[config.mk]
export PLATFORM = sky130hd
export DESIGN_NAME = aeg_frac_div
export DESIGN_NICKNAME = d
export VERILOG_FILES = /design/src/aeg_frac_div.sv
export SDC_FILE = /design/constraint.sdc
export NUM_CORES = 2
export LEC_CHECK = 0
export ABC_AREA = 1
export BUFFER_PORTS_ARGS = -buffer_cell sky130_fd_sc_hd__buf_2
export CAP_MARGIN = 20
export CORE_UTILIZATION = 55
export CTS_CLUSTER_SIZE = 25
export DETAILED_ROUTE_END_ITERATION = 7
export PLACE_DENSITY = 0.7
export SLEW_MARGIN = 10
export SYNTH_ARGS = -nofsm -noshare
export SYNTH_HDL_FRONTEND = slang
export SYNTH_SLANG_ARGS = --single-unit
[constraint.sdc]
create_clock -name clk -period 2.6 [get_ports clk]
set_clock_uncertainty 0.1 [all_clocks]
set_input_delay 0.39 -clock clk [delete_from_list [all_inputs] [get_ports clk]]
set_output_delay 0.39 -clock clk [all_outputs]
set_load 0.01 [all_outputs]
[src/aeg_frac_div.sv]
`timescale 1ns / 1ps
`default_nettype none
module aeg_frac_div #(
  parameter int W      = 31,
  parameter int K      = 15,
  parameter int SIDE_W = 1
) (
  input  logic              clk,
  input  logic              rst,
  input  logic              en,
  input  logic              in_vld,
  input  logic [W-1:0]      num,
  input  logic [W-1:0]      den,
  input  logic [SIDE_W-1:0] side_in,
  output logic              out_vld,
  output logic [K-1:0]      quo,
  output logic [SIDE_W-1:0] side_out
);

  logic              vld_q  [K];
  logic [W-1:0]      rem_q  [K];
  logic [W-1:0]      den_q  [K];
  logic [K-1:0]      quo_q  [K];
  logic [SIDE_W-1:0] side_q [K];

  wire              src_vld  [K];
  wire [W-1:0]      src_rem  [K];
  wire [W-1:0]      src_den  [K];
  wire [K-1:0]      src_quo  [K];
  wire [SIDE_W-1:0] src_side [K];

  logic [W:0]   trial    [K];
  logic         ge       [K];
  logic [W-1:0] rem_next [K];

  for (genvar g = 0; g < K; g++) begin : g_src
    if (g == 0) begin : g_first
      assign src_vld[g]  = in_vld;
      assign src_rem[g]  = num;
      assign src_den[g]  = den;
      assign src_quo[g]  = '0;
      assign src_side[g] = side_in;
    end else begin : g_rest
      assign src_vld[g]  = vld_q[g-1];
      assign src_rem[g]  = rem_q[g-1];
      assign src_den[g]  = den_q[g-1];
      assign src_quo[g]  = quo_q[g-1];
      assign src_side[g] = side_q[g-1];
    end
  end

  always_comb begin
    for (int i = 0; i < K; i++) begin
      trial[i] = {src_rem[i], 1'b0};
      ge[i]    = trial[i] >= {1'b0, src_den[i]};
      if (ge[i]) begin
        rem_next[i] = W'(trial[i] - {1'b0, src_den[i]});
      end else begin
        rem_next[i] = trial[i][W-1:0];
      end
    end
  end

  always_ff @(posedge clk) begin
    if (rst) begin
      for (int i = 0; i < K; i++) vld_q[i] <= 1'b0;
    end else if (en) begin
      for (int i = 0; i < K; i++) vld_q[i] <= src_vld[i];
    end
  end

  always_ff @(posedge clk) begin
    if (en) begin
      for (int i = 0; i < K; i++) begin
        rem_q[i]  <= rem_next[i];
        den_q[i]  <= src_den[i];
        quo_q[i]  <= {src_quo[i][K-2:0], ge[i]};
        side_q[i] <= src_side[i];
      end
    end
  end

  assign out_vld  = vld_q[K-1];
  assign quo      = quo_q[K-1];
  assign side_out = side_q[K-1];

endmodule
`default_nettype wire

==> out/qor.yml <==
run_status:
  status: "complete, no violations"
logic_synthesis:
  synth_common_cells: "nand2_1 (4142), inv_1 (2111), edfxtp_1 (1018)"
  syn-instance-count: 9915
  ys_dominant_reg_cell: "edfxtp_1"
  netlist.area_leader.share: 0.425
  synthMostInstantiatedCell: "nand2_1"
  netlist_top_cells_area: "edfxtp_1 (43%), nand2_1 (22%), inv_1 (11%), ha_1 (8.1%), nand3_1 (4.1%)"
  synthArstFlopShare: 0
  yosysWarningCount: 0
  synth.cell_area_sq_um: 71900
  synth_area_per_cell_sq_um: 7.25
  yosysUniqueCellTypes: 39
  synth_edf_count: 1018
  syn_nets: 10500
  post-synth-top-area-cell: "edfxtp_1"
  sequential_cell_area_fraction_in_the_yosys_report: 0.425
  postSynthRegisterBits: 1018
hold_path:
  worst_hold_startpoint: "den[18]"
  hold_crit_path_type: "input port to register"
placement:
  placedInstanceArea_sq_um: 77200
  place_inst: 12100
  globalplace.congestion: 1.02
  placement.io_buffers: 83
  hpwl_mm: 181
clocking:
  tritoncts: "done"
  source_to_sink_clock_delay_at_the_later_pin_of_the_worst_skew_pair_ns: 0.74
  numCtsBuffers: 111
  clockBufferDepth: 3
  worst_setup_hold_path_clk_slew_ns: 0.07
  root_buffer: "clkbuf_16"
  cts_max_level: 3
  cts.sink_count: 1018
layout:
  finish.cell_count_without_fillers: 12400
  area_growth_pct: 14.9
  drive_gt1_frac: 0.0852
  final_core_util: 0.637
  design.final.nets: 11100
  design_area_sq_um: 82600
critical_path:
  critPathMaxFanout: 6
  crit_path_start: "rem_q[0][53]"
  worst_r2r_startpoint: "rem_q[0][53]"
  worstPathBufferInverterCount: 2
  endpoint_kind: "register"
  critPathMostFrequentCell: "nand2_1"
  crit_family: "simple AND/OR/NAND/NOR gates"
  data_required_time_at_the_worst_endpoint_ns: 2.97
  criticalPathCategory: "register to register"
  cp_slowest_stage_delay_ns: 0.48
  critical_path.slowest_cell: "edfxtp_1"
  ordered_cell_list_for_the_critical_path: "ha_1, nand2_1, nor2_1, nand2_1, nor2_1, nand2_1, nand2_2, inv_2, buf_4, nand2_1, nand2_2"
  startpoint_type: "register"
  worst-endpoint-arrival_ns: 2.89
global_route:
  overflow: 0
  grt_pass1_vias: 60800
  grt_use_total: 0.333
  grt_start_max_net_pins: 118
  grt_first_pass_wirelength_mm: 337
  antenna_found_initial: 13
detailed_routing:
  via_count: 63700
  dr.max_layer_used: "met5"
  drt_iter0_markers: 6156
  vias_per_cell: 5.15
  dr_wl_met2_mm: 103
  routedWlPerCell_microns: 18.1
  drc_errors: 0
  drt_pre_antenna_iters: 8
  routed_wl_mm: 224
  met3_wirelength_mm: 14.8
  postRouteAntennaNets: 0
  wl_met1_mm: 95.1
floorplanning:
  initial_core_util: 0.554
  floorplan.die.height_microns: 363
  floorplan.die.width_microns: 363
  dieArea_sq_um: 132000
  design.core.area_sq_um: 130000
  rows: 132
  ios: 84
flow_run:
  max-cap-violations: 0
sta:
  finalCritPeriodShare: 0.969
  max-slew-margin-rel: 0.531
  final-hold-violation-count: 0
  fin_worst_hold_slack_ns: 0.298
  tightest_slew_ns: 0.703
  slew_violations: 0
  setup_viol: 0
  period_minus_slack_ns: 2.52
  achievable-frequency_mhz: 397
pwr:
  power_per_cell_area_nw_per_um2: 1120
  cellLeakagePower_uw: 0.0446
  power_frac_comb: 0.526
  p_int_uw: 50900
  power.switching_fraction: 0.450
  vdd_drop_max_uv: 799
  power.net_switching_uw: 41700
  seq_power_share: 0.300
  p_clk_frac: 0.174
layout by cell type, fill, tap and decap left out, types with 28 or more instances in the layout:
master,netlist,final
buf_4,63,433
xor2_1,208,208
nand2_1,4142,4134
nand3_1,584,579
clkbuf_16,0,111
o21bai_1,42,42
nor2_1,611,589
edfxtp_1,1018,1018
ha_1,464,422
ha_4,0,28
inv_1,2111,2111
and2_1,66,66
buf_2,6,82
buf_12,0,35
nor2_2,16,31
nand4_1,99,99
a21oi_1,242,227
nand3b_1,47,47
dlygate4sd3_1,0,65
timing repair:
item                       4_1_cts  5_1_grt
hold endpoints to repair        77        0
gates resized for setup          9      111
pin swaps                        0        1
setup endpoints to repair       58      268
buffers inserted                13       36
gates cloned                     0        0
hold buffers                    65        0
flip-flops by register name, indices dropped and copies added (netlist names):
signal,flops
den_q,434
quo_q,120
rem_q,434
side_q,15
vld_q,15
per-stage QoR:
stage	power, uW	TNS [ns]	worst slack, ns
after floorplan	59000	0	0.388
after global placement	74100	-4.47	-0.330
after detailed placement	74700	-3.20	-0.324
after CTS	91200	0	0.00428
after global routing	99500	-0.111	-0.0336
final	92600	0	0.0805
area by class of cell:
class | instances | area [sq um]
Timing Repair Buffer | 621 | 5080
Clock inverter | 75 | 850
Multi-Input combinational cell | 6658 | 33000
Fill cell | 11700 | 47100
Inverter | 2137 | 8020
Sequential cell | 1018 | 30600
Tap cell | 1742 | 2180
Clock buffer | 126 | 2830
Antenna cell | 5 | 12.5
metal layers:
metal | track usage | up-vias
li1 | - | 31800
met1 | 0.436 | 29200
met2 | 0.552 | 2187
met3 | 0.0426 | 520
met4 | 0.151 | 8
met5 | 0 | -
worst register-to-register path, stage by stage, from the launching register on:
cell      delay, ns
edfxtp_1       0.48
ha_1           0.40
nand2_1        0.12
nor2_1         0.26
nand2_1        0.14
nor2_1         0.13
nand2_1        0.07
nand2_2        0.14
inv_2          0.07
buf_4          0.16
nand2_1        0.08
nand2_2        0.11
power by group through the flow:
stage / clock network [uW] / logic [uW] / registers, uW
2_1_floorplan: 0 / 33200 / 25800
3_3_place_gp: 0 / 46200 / 27900
3_5_place_dp: 0 / 46800 / 27800
4_1_cts: 16400 / 47300 / 27600
5_1_grt: 16900 / 54600 / 28000
6_report: 16100 / 48800 / 27800
kinds of logic (layout without fill, tap and decap cells):
family | Yosys count | in the layout | share of synthesized area
AO/OA/AOI/OAI | 328 | 328 | 0.0245
XOR/XNOR | 209 | 209 | 0.0255
adder cells (fa/ha/maj) | 478 | 478 | 0.0847
buffers and inverters | 2239 | 2959 | 0.124
flip-flops | 1018 | 1018 | 0.425
other | 0 | 5 | 0
AND/OR/NAND/NOR | 5643 | 5643 | 0.316
worst paths after layout:
check	end	slack [ns]	cells past startpoint
hold / removal	den_q[0][18]	0.30	2
setup reg to reg	rem_q[0][82]	0.08	11
setup / recovery	rem_q[0][82]	0.08	11
hold reg to reg	quo_q[0][62]	0.30	0
(Power assumes the default switching activity.)
