File: config.mk
export PLATFORM = sky130hd
export DESIGN_NAME = aeg_mod_div
export DESIGN_NICKNAME = d
export VERILOG_FILES = /design/src/aeg_mod_div.sv
export SDC_FILE = /design/constraint.sdc
export NUM_CORES = 2
export LEC_CHECK = 0
export BUFFER_PORTS_ARGS = -buffer_cell sky130_fd_sc_hd__buf_2
export CAP_MARGIN = 10
export CORE_MARGIN = 1
export CORE_UTILIZATION = 70
export DETAILED_ROUTE_END_ITERATION = 12
export GPL_TIMING_DRIVEN = 0
export PLACE_DENSITY = 0.95
export SKIP_CTS_REPAIR_TIMING = 1
export SLEW_MARGIN = 40
export SYNTH_ARGS = -nofsm -noshare
export SYNTH_HDL_FRONTEND = slang
export SYNTH_SLANG_ARGS = --single-unit
File: constraint.sdc
create_clock -name clk -period 8.28 [get_ports clk]
set_input_delay 0.414 -clock clk [delete_from_list [all_inputs] [get_ports clk]]
set_output_delay 0.414 -clock clk [all_outputs]
set_load 0.05 [all_outputs]
File: src/aeg_mod_div.sv
`timescale 1ns / 1ps
`default_nettype none
module aeg_mod_div #(
  parameter int W      = 31,
  parameter int SIDE_W = 1
) (
  input  logic              clk,
  input  logic              rst,
  input  logic              en,
  input  logic              in_vld,
  input  logic [W-1:0]      dividend,
  input  logic [W-1:0]      divisor,
  input  logic [SIDE_W-1:0] side_in,
  output logic              out_vld,
  output logic [W-1:0]      rem,
  output logic [SIDE_W-1:0] side_out
);

  logic              vld_q  [W];
  logic [W-1:0]      rem_q  [W];
  logic [W-1:0]      dvd_q  [W];
  logic [SIDE_W-1:0] side_q [W];

  wire              src_vld  [W];
  wire [W-1:0]      src_rem  [W];
  wire [W-1:0]      src_dvd  [W];
  wire [SIDE_W-1:0] src_side [W];

  logic [W:0]   trial   [W];
  logic [W-1:0] rem_next [W];
  logic [W-1:0] dvd_next [W];

  for (genvar g = 0; g < W; g++) begin : g_src
    if (g == 0) begin : g_first
      assign src_vld[g]  = in_vld;
      assign src_rem[g]  = '0;
      assign src_dvd[g]  = dividend;
      assign src_side[g] = side_in;
    end else begin : g_rest
      assign src_vld[g]  = vld_q[g-1];
      assign src_rem[g]  = rem_q[g-1];
      assign src_dvd[g]  = dvd_q[g-1];
      assign src_side[g] = side_q[g-1];
    end
  end

  always_comb begin
    for (int i = 0; i < W; i++) begin
      trial[i] = {src_rem[i], src_dvd[i][W-1]};
      if (trial[i] >= {1'b0, divisor}) begin
        rem_next[i] = W'(trial[i] - {1'b0, divisor});
      end else begin
        rem_next[i] = trial[i][W-1:0];
      end
      dvd_next[i] = {src_dvd[i][W-2:0], 1'b0};
    end
  end

  always_ff @(posedge clk) begin
    if (rst) begin
      for (int i = 0; i < W; i++) vld_q[i] <= 1'b0;
    end else if (en) begin
      for (int i = 0; i < W; i++) vld_q[i] <= src_vld[i];
    end
  end

  always_ff @(posedge clk) begin
    if (en) begin
      for (int i = 0; i < W; i++) begin
        rem_q[i]  <= rem_next[i];
        dvd_q[i]  <= dvd_next[i];
        side_q[i] <= src_side[i];
      end
    end
  end

  assign out_vld  = vld_q[W-1];
  assign rem      = rem_q[W-1];
  assign side_out = side_q[W-1];

endmodule
`default_nettype wire

==> summary.md <==
The flow ran to the end, and the final reports show no timing, DRC or antenna violations. The core box area is 142000 sq um. Among cell families on the critical path, the largest total delay comes from compound AO/OA/AOI/OAI gates. Number of instances in the synthesized netlist: 9477. Across every metal layer, demand over resource in global routing totals 38.4%. The total power of the final layout is 49.1 mW, and the post-route DRC violation count is 0. The library cell occupying the most area in the post-synthesis netlist is sky130_fd_sc_hd__edfxtp_1. Summing over every cut layer, the via total after detailed routing is 81000.

The internal power consumption came out at 28.0 mW. The origin of the worst min-delay path was dividend[30]. The number of synthesized flops with an enable pin is 1488.

The tools report the detailed-routing iteration count for the pre-antenna-repair pass as 9. Buffers inserted during clock tree synthesis total 158. Sorting the synthesized cells by how often they occur yields sky130_fd_sc_hd__edfxtp_1, sky130_fd_sc_hd__ha_1, sky130_fd_sc_hd__a21oi_1, sky130_fd_sc_hd__nand2_1, sky130_fd_sc_hd__o21ai_0.

The estimated wirelength of the detail-placed design was 199 mm. TritonCTS built the clock tree. The mapped netlist covers 100000 sq um.

The worst setup path is launched from a flip-flop. Counting distinct cell types in the post-synthesis netlist gives 96. The tool flagged a number of max-cap violations equal to 0. The final layout contains 10800 nets. In this run the deepest clock path goes through 3 buffers. By area the synthesized netlist is led by sky130_fd_sc_hd__edfxtp_1, sky130_fd_sc_hd__ha_1, sky130_fd_sc_hd__a21oi_1. The tightest hold margin is 0.0314 ns, and the net switching component of the power is 21.1 mW. The total wire length after detailed routing came out at 289 mm. The transition at the pin with the smallest max-transition slack was 0.967 ns; the global-route wire length before repair was 432 mm. The tools report the count of final hold-check violations as 0. The critical path's largest stage delay came out at 0.54 ns. The count of nets left with antenna violations once routing finished came out at 0. Cell depth of the worst flop-to-flop path: 15. The critical path runs through a total of 15 cells. After clock tree synthesis, the clock-pin slew on the worst setup and hold paths is 0.06 ns. The number of stages on the worst hold path came out at 3.

The share of total power consumed by net switching was 42.9%; the fraction of registers with async set or reset after synthesis was 0%. CTS placed an instance of sky130_fd_sc_hd__clkbuf_16 at the clock tree root. Final-report setup violation count: 0. STA classifies the critical path endpoint as a flip-flop. In this run the worst setup path terminates at rem_q[1][64]. For this design, the slowest cell found on the critical path is sky130_fd_sc_hd__or4_1. The share of final-layout standard cells stronger than drive strength 1 is 9.36%. The height of the chip is 380 microns. Measured against its own limit, the worst slew margin works out to 35.2%.

Initial core utilization: 70.6%. The tools report the worst setup timing slack at the placement stage as 3.10 ns. The share of the Yosys chip area taken by registers is 44.6%. Measured along the x axis, the die boundary spans 380 microns. Filler-free cell count of the finished design: 11800. The highest net fanout along the worst path was 10. The clock network burns 14.6% of the power. The logs give 8 for the number of antenna violations at the first check in global routing and 125 for the largest net degree at the start of global routing. Setup slack closes at 3.20 ns.

Power density of the placed cells: 446 nW/um^2. The signal on the critical path passes through inv_1 -> ha_1 -> fa_1 -> nand2b_1 -> a21boi_0 -> o21ai_0 -> a211oi_1 -> o21ai_1 -> nand2_1 -> a41oi_1 -> or4_1 -> nand3_1 -> clkbuf_1 -> nor2_1 -> a21oi_1. The type of the most critical hold path is in -> reg.

The number of rows created at floorplan was 138. IR analysis of the VDD net gives a maximum drop of 358 uV. By instance count, the leading cell after synthesis is sky130_fd_sc_hd__edfxtp_1. The classification of the worst setup path was reg -> reg. For the latest clock arrival within the worst-skew pair, the log shows 0.80 ns. For the final sum of negative setup slack, the log shows 0 ns. The total overflow left after global routing is 0. Together, buffers and inverters on the worst path number 2. Flip-flop and latch count after synthesis: 1488.

Setup repair after global routing left no endpoint under its margin. In the routed layout, each cell is associated on average with a via count of 6.85. The area share of the largest cell type after synthesis is 44.6%.

The routed design could run at a clock period as short as 5.08 ns. The clock tree skew after final layout was 0.0402 ns. At the worst endpoint, the arrival time is 5.59 ns. For the initial detailed-routing violation count, the log shows 8940. The tools report the number of max-slew violations in the final report as 0.

In this run the cell area measured after placement is 104000 sq um. In this run the critical register-to-register path is captured at rem_q[1][64]. A synthesized cell averages 10.6 sq um. In this run the worst setup path begins at dvd_q[1][59]. Once layout is done, the placed cells without fillers occupy 110000 sq um. At the worst endpoint, the required time is 8.80 ns.

Count of port buffers added during placement: 99. The fraction of power consumed by sequential logic was 29.5%. Of the total power, combinational logic draws 55.9%.

The fraction of the cycle the final worst path needs came out at 61.3%. The layout overhead on the synthesized area is 9.88%, and the fraction of the core area covered by cells at the end of the flow is 77.6%. Based on the critical path, the design can be clocked at up to 0.197 GHz.

In this run the critical register-to-register path is launched from dvd_q[1][59]. The clock tree synthesis step divided the H-tree into 4 levels. The final estimated routing congestion in global placement was 0.973. 100 I/O pins were placed. The tools report the via count of the first global-routing pass as 77700. After detailed routing, the average wire length per cell comes to 24.4 microns. Among all flip-flop cells after synthesis, the most frequent one is sky130_fd_sc_hd__edfxtp_1.

The tools report the clock net sink count as 1488. The logs give 10500 for the number of nets in the synthesized netlist and 11500 for the instance count after placement with tap cells included. The die covers 145000 sq um. The setup check on the worst reg-to-reg path leaves a slack of 3.20 ns. During synthesis, Yosys emitted a total of 0 warnings. The tools report the leakage power of the design as 44.4 nW.
layout make-up:
class	instances	area, sq um
multi-input cells	7452	53200
flip-flops and latches	1488	44700
fillers	8772	31800
clock buffers	185	4080
well taps	1890	2360
repair buffers	181	2140
plain buffers	258	1200
inverters	279	1170
clock inverters	101	1160
diodes	3	7.51
worst register-to-register path, delay by kind of cell (launching register included):
family	cells	cell delay, ns
AOI/OAI and AO/OA	6	1.71
buffers and inverters	2	0.53
adders and majority gates	2	0.69
DFF	1	0.36
and+or+nand+nor	5	1.47
power groups by stage:
stage / clock network [mW] / logic (mW) / registers, mW
after floorplan: 0 / 20.1 / 13.4
after global placement: 0 / 25.2 / 14.7
after detailed placement: 0 / 26.2 / 14.4
after CTS: 7.20 / 26.6 / 14.3
after global routing: 7.48 / 29.6 / 14.6
final: 7.18 / 27.4 / 14.5
logic make-up (layout without fill, tap and decap cells):
family | after synthesis | count (layout) | share of synthesized area [%]
other | 0 | 3 | 0
XOR/XNOR | 786 | 786 | 6.88
multiplexers | 374 | 374 | 4.17
buffers and inverters | 537 | 1004 | 2.25
flip-flops | 1488 | 1488 | 44.6
AND/OR/NAND/NOR | 2323 | 2323 | 11.0
adder cells (fa/ha/maj) | 962 | 962 | 12.2
AO/OA/AOI/OAI | 3007 | 3007 | 18.8
routing by layer:
metal	wire (microns)	GRT usage, %	share of wire (%)	vias to the layer above
met4	25000	28.3	8.7	14
met2	131000	61.5	45	4903
met1	104000	46.3	36	38100
li1	-	-	-	36500
met5	212	0	0.073	-
met3	27800	7.64	9.6	1485
sequential cells by signal (all words and copies together), names as in the netlist:
register / cells
rem_q: 961
dvd_q: 465
side_q: 31
vld_q: 31
worst min path at each step:
stage | slack (ns) | end
2_1_floorplan | 0.40 | dvd_q[0][100]
3_3_place_gp | 0.40 | dvd_q[0][281]
3_5_place_dp | 0.40 | dvd_q[0][100]
4_1_cts | -0.27 | dvd_q[0][17]
5_1_grt | 0.03 | rem_q[0][0]
6_report | 0.03 | rem_q[0][0]
placed cells by master, fill, tap and decap left out, types with 100 or more instances in the layout:
master	instances
sky130_fd_sc_hd__a21o_1	535
sky130_fd_sc_hd__a21oi_1	892
sky130_fd_sc_hd__buf_2	138
sky130_fd_sc_hd__clkbuf_1	192
sky130_fd_sc_hd__clkbuf_16	159
sky130_fd_sc_hd__edfxtp_1	1488
sky130_fd_sc_hd__ha_1	932
sky130_fd_sc_hd__inv_1	249
sky130_fd_sc_hd__mux2_2	346
sky130_fd_sc_hd__nand2_1	787
sky130_fd_sc_hd__nand2b_1	118
sky130_fd_sc_hd__nand3_1	155
sky130_fd_sc_hd__nand4_1	134
sky130_fd_sc_hd__nor2_1	572
sky130_fd_sc_hd__nor2b_1	133
sky130_fd_sc_hd__nor3_1	100
sky130_fd_sc_hd__o21a_1	128
sky130_fd_sc_hd__o21ai_0	745
sky130_fd_sc_hd__o21bai_1	111
sky130_fd_sc_hd__xnor2_1	479
sky130_fd_sc_hd__xor2_1	307
Note: power is estimated with default switching activity, not from simulation.
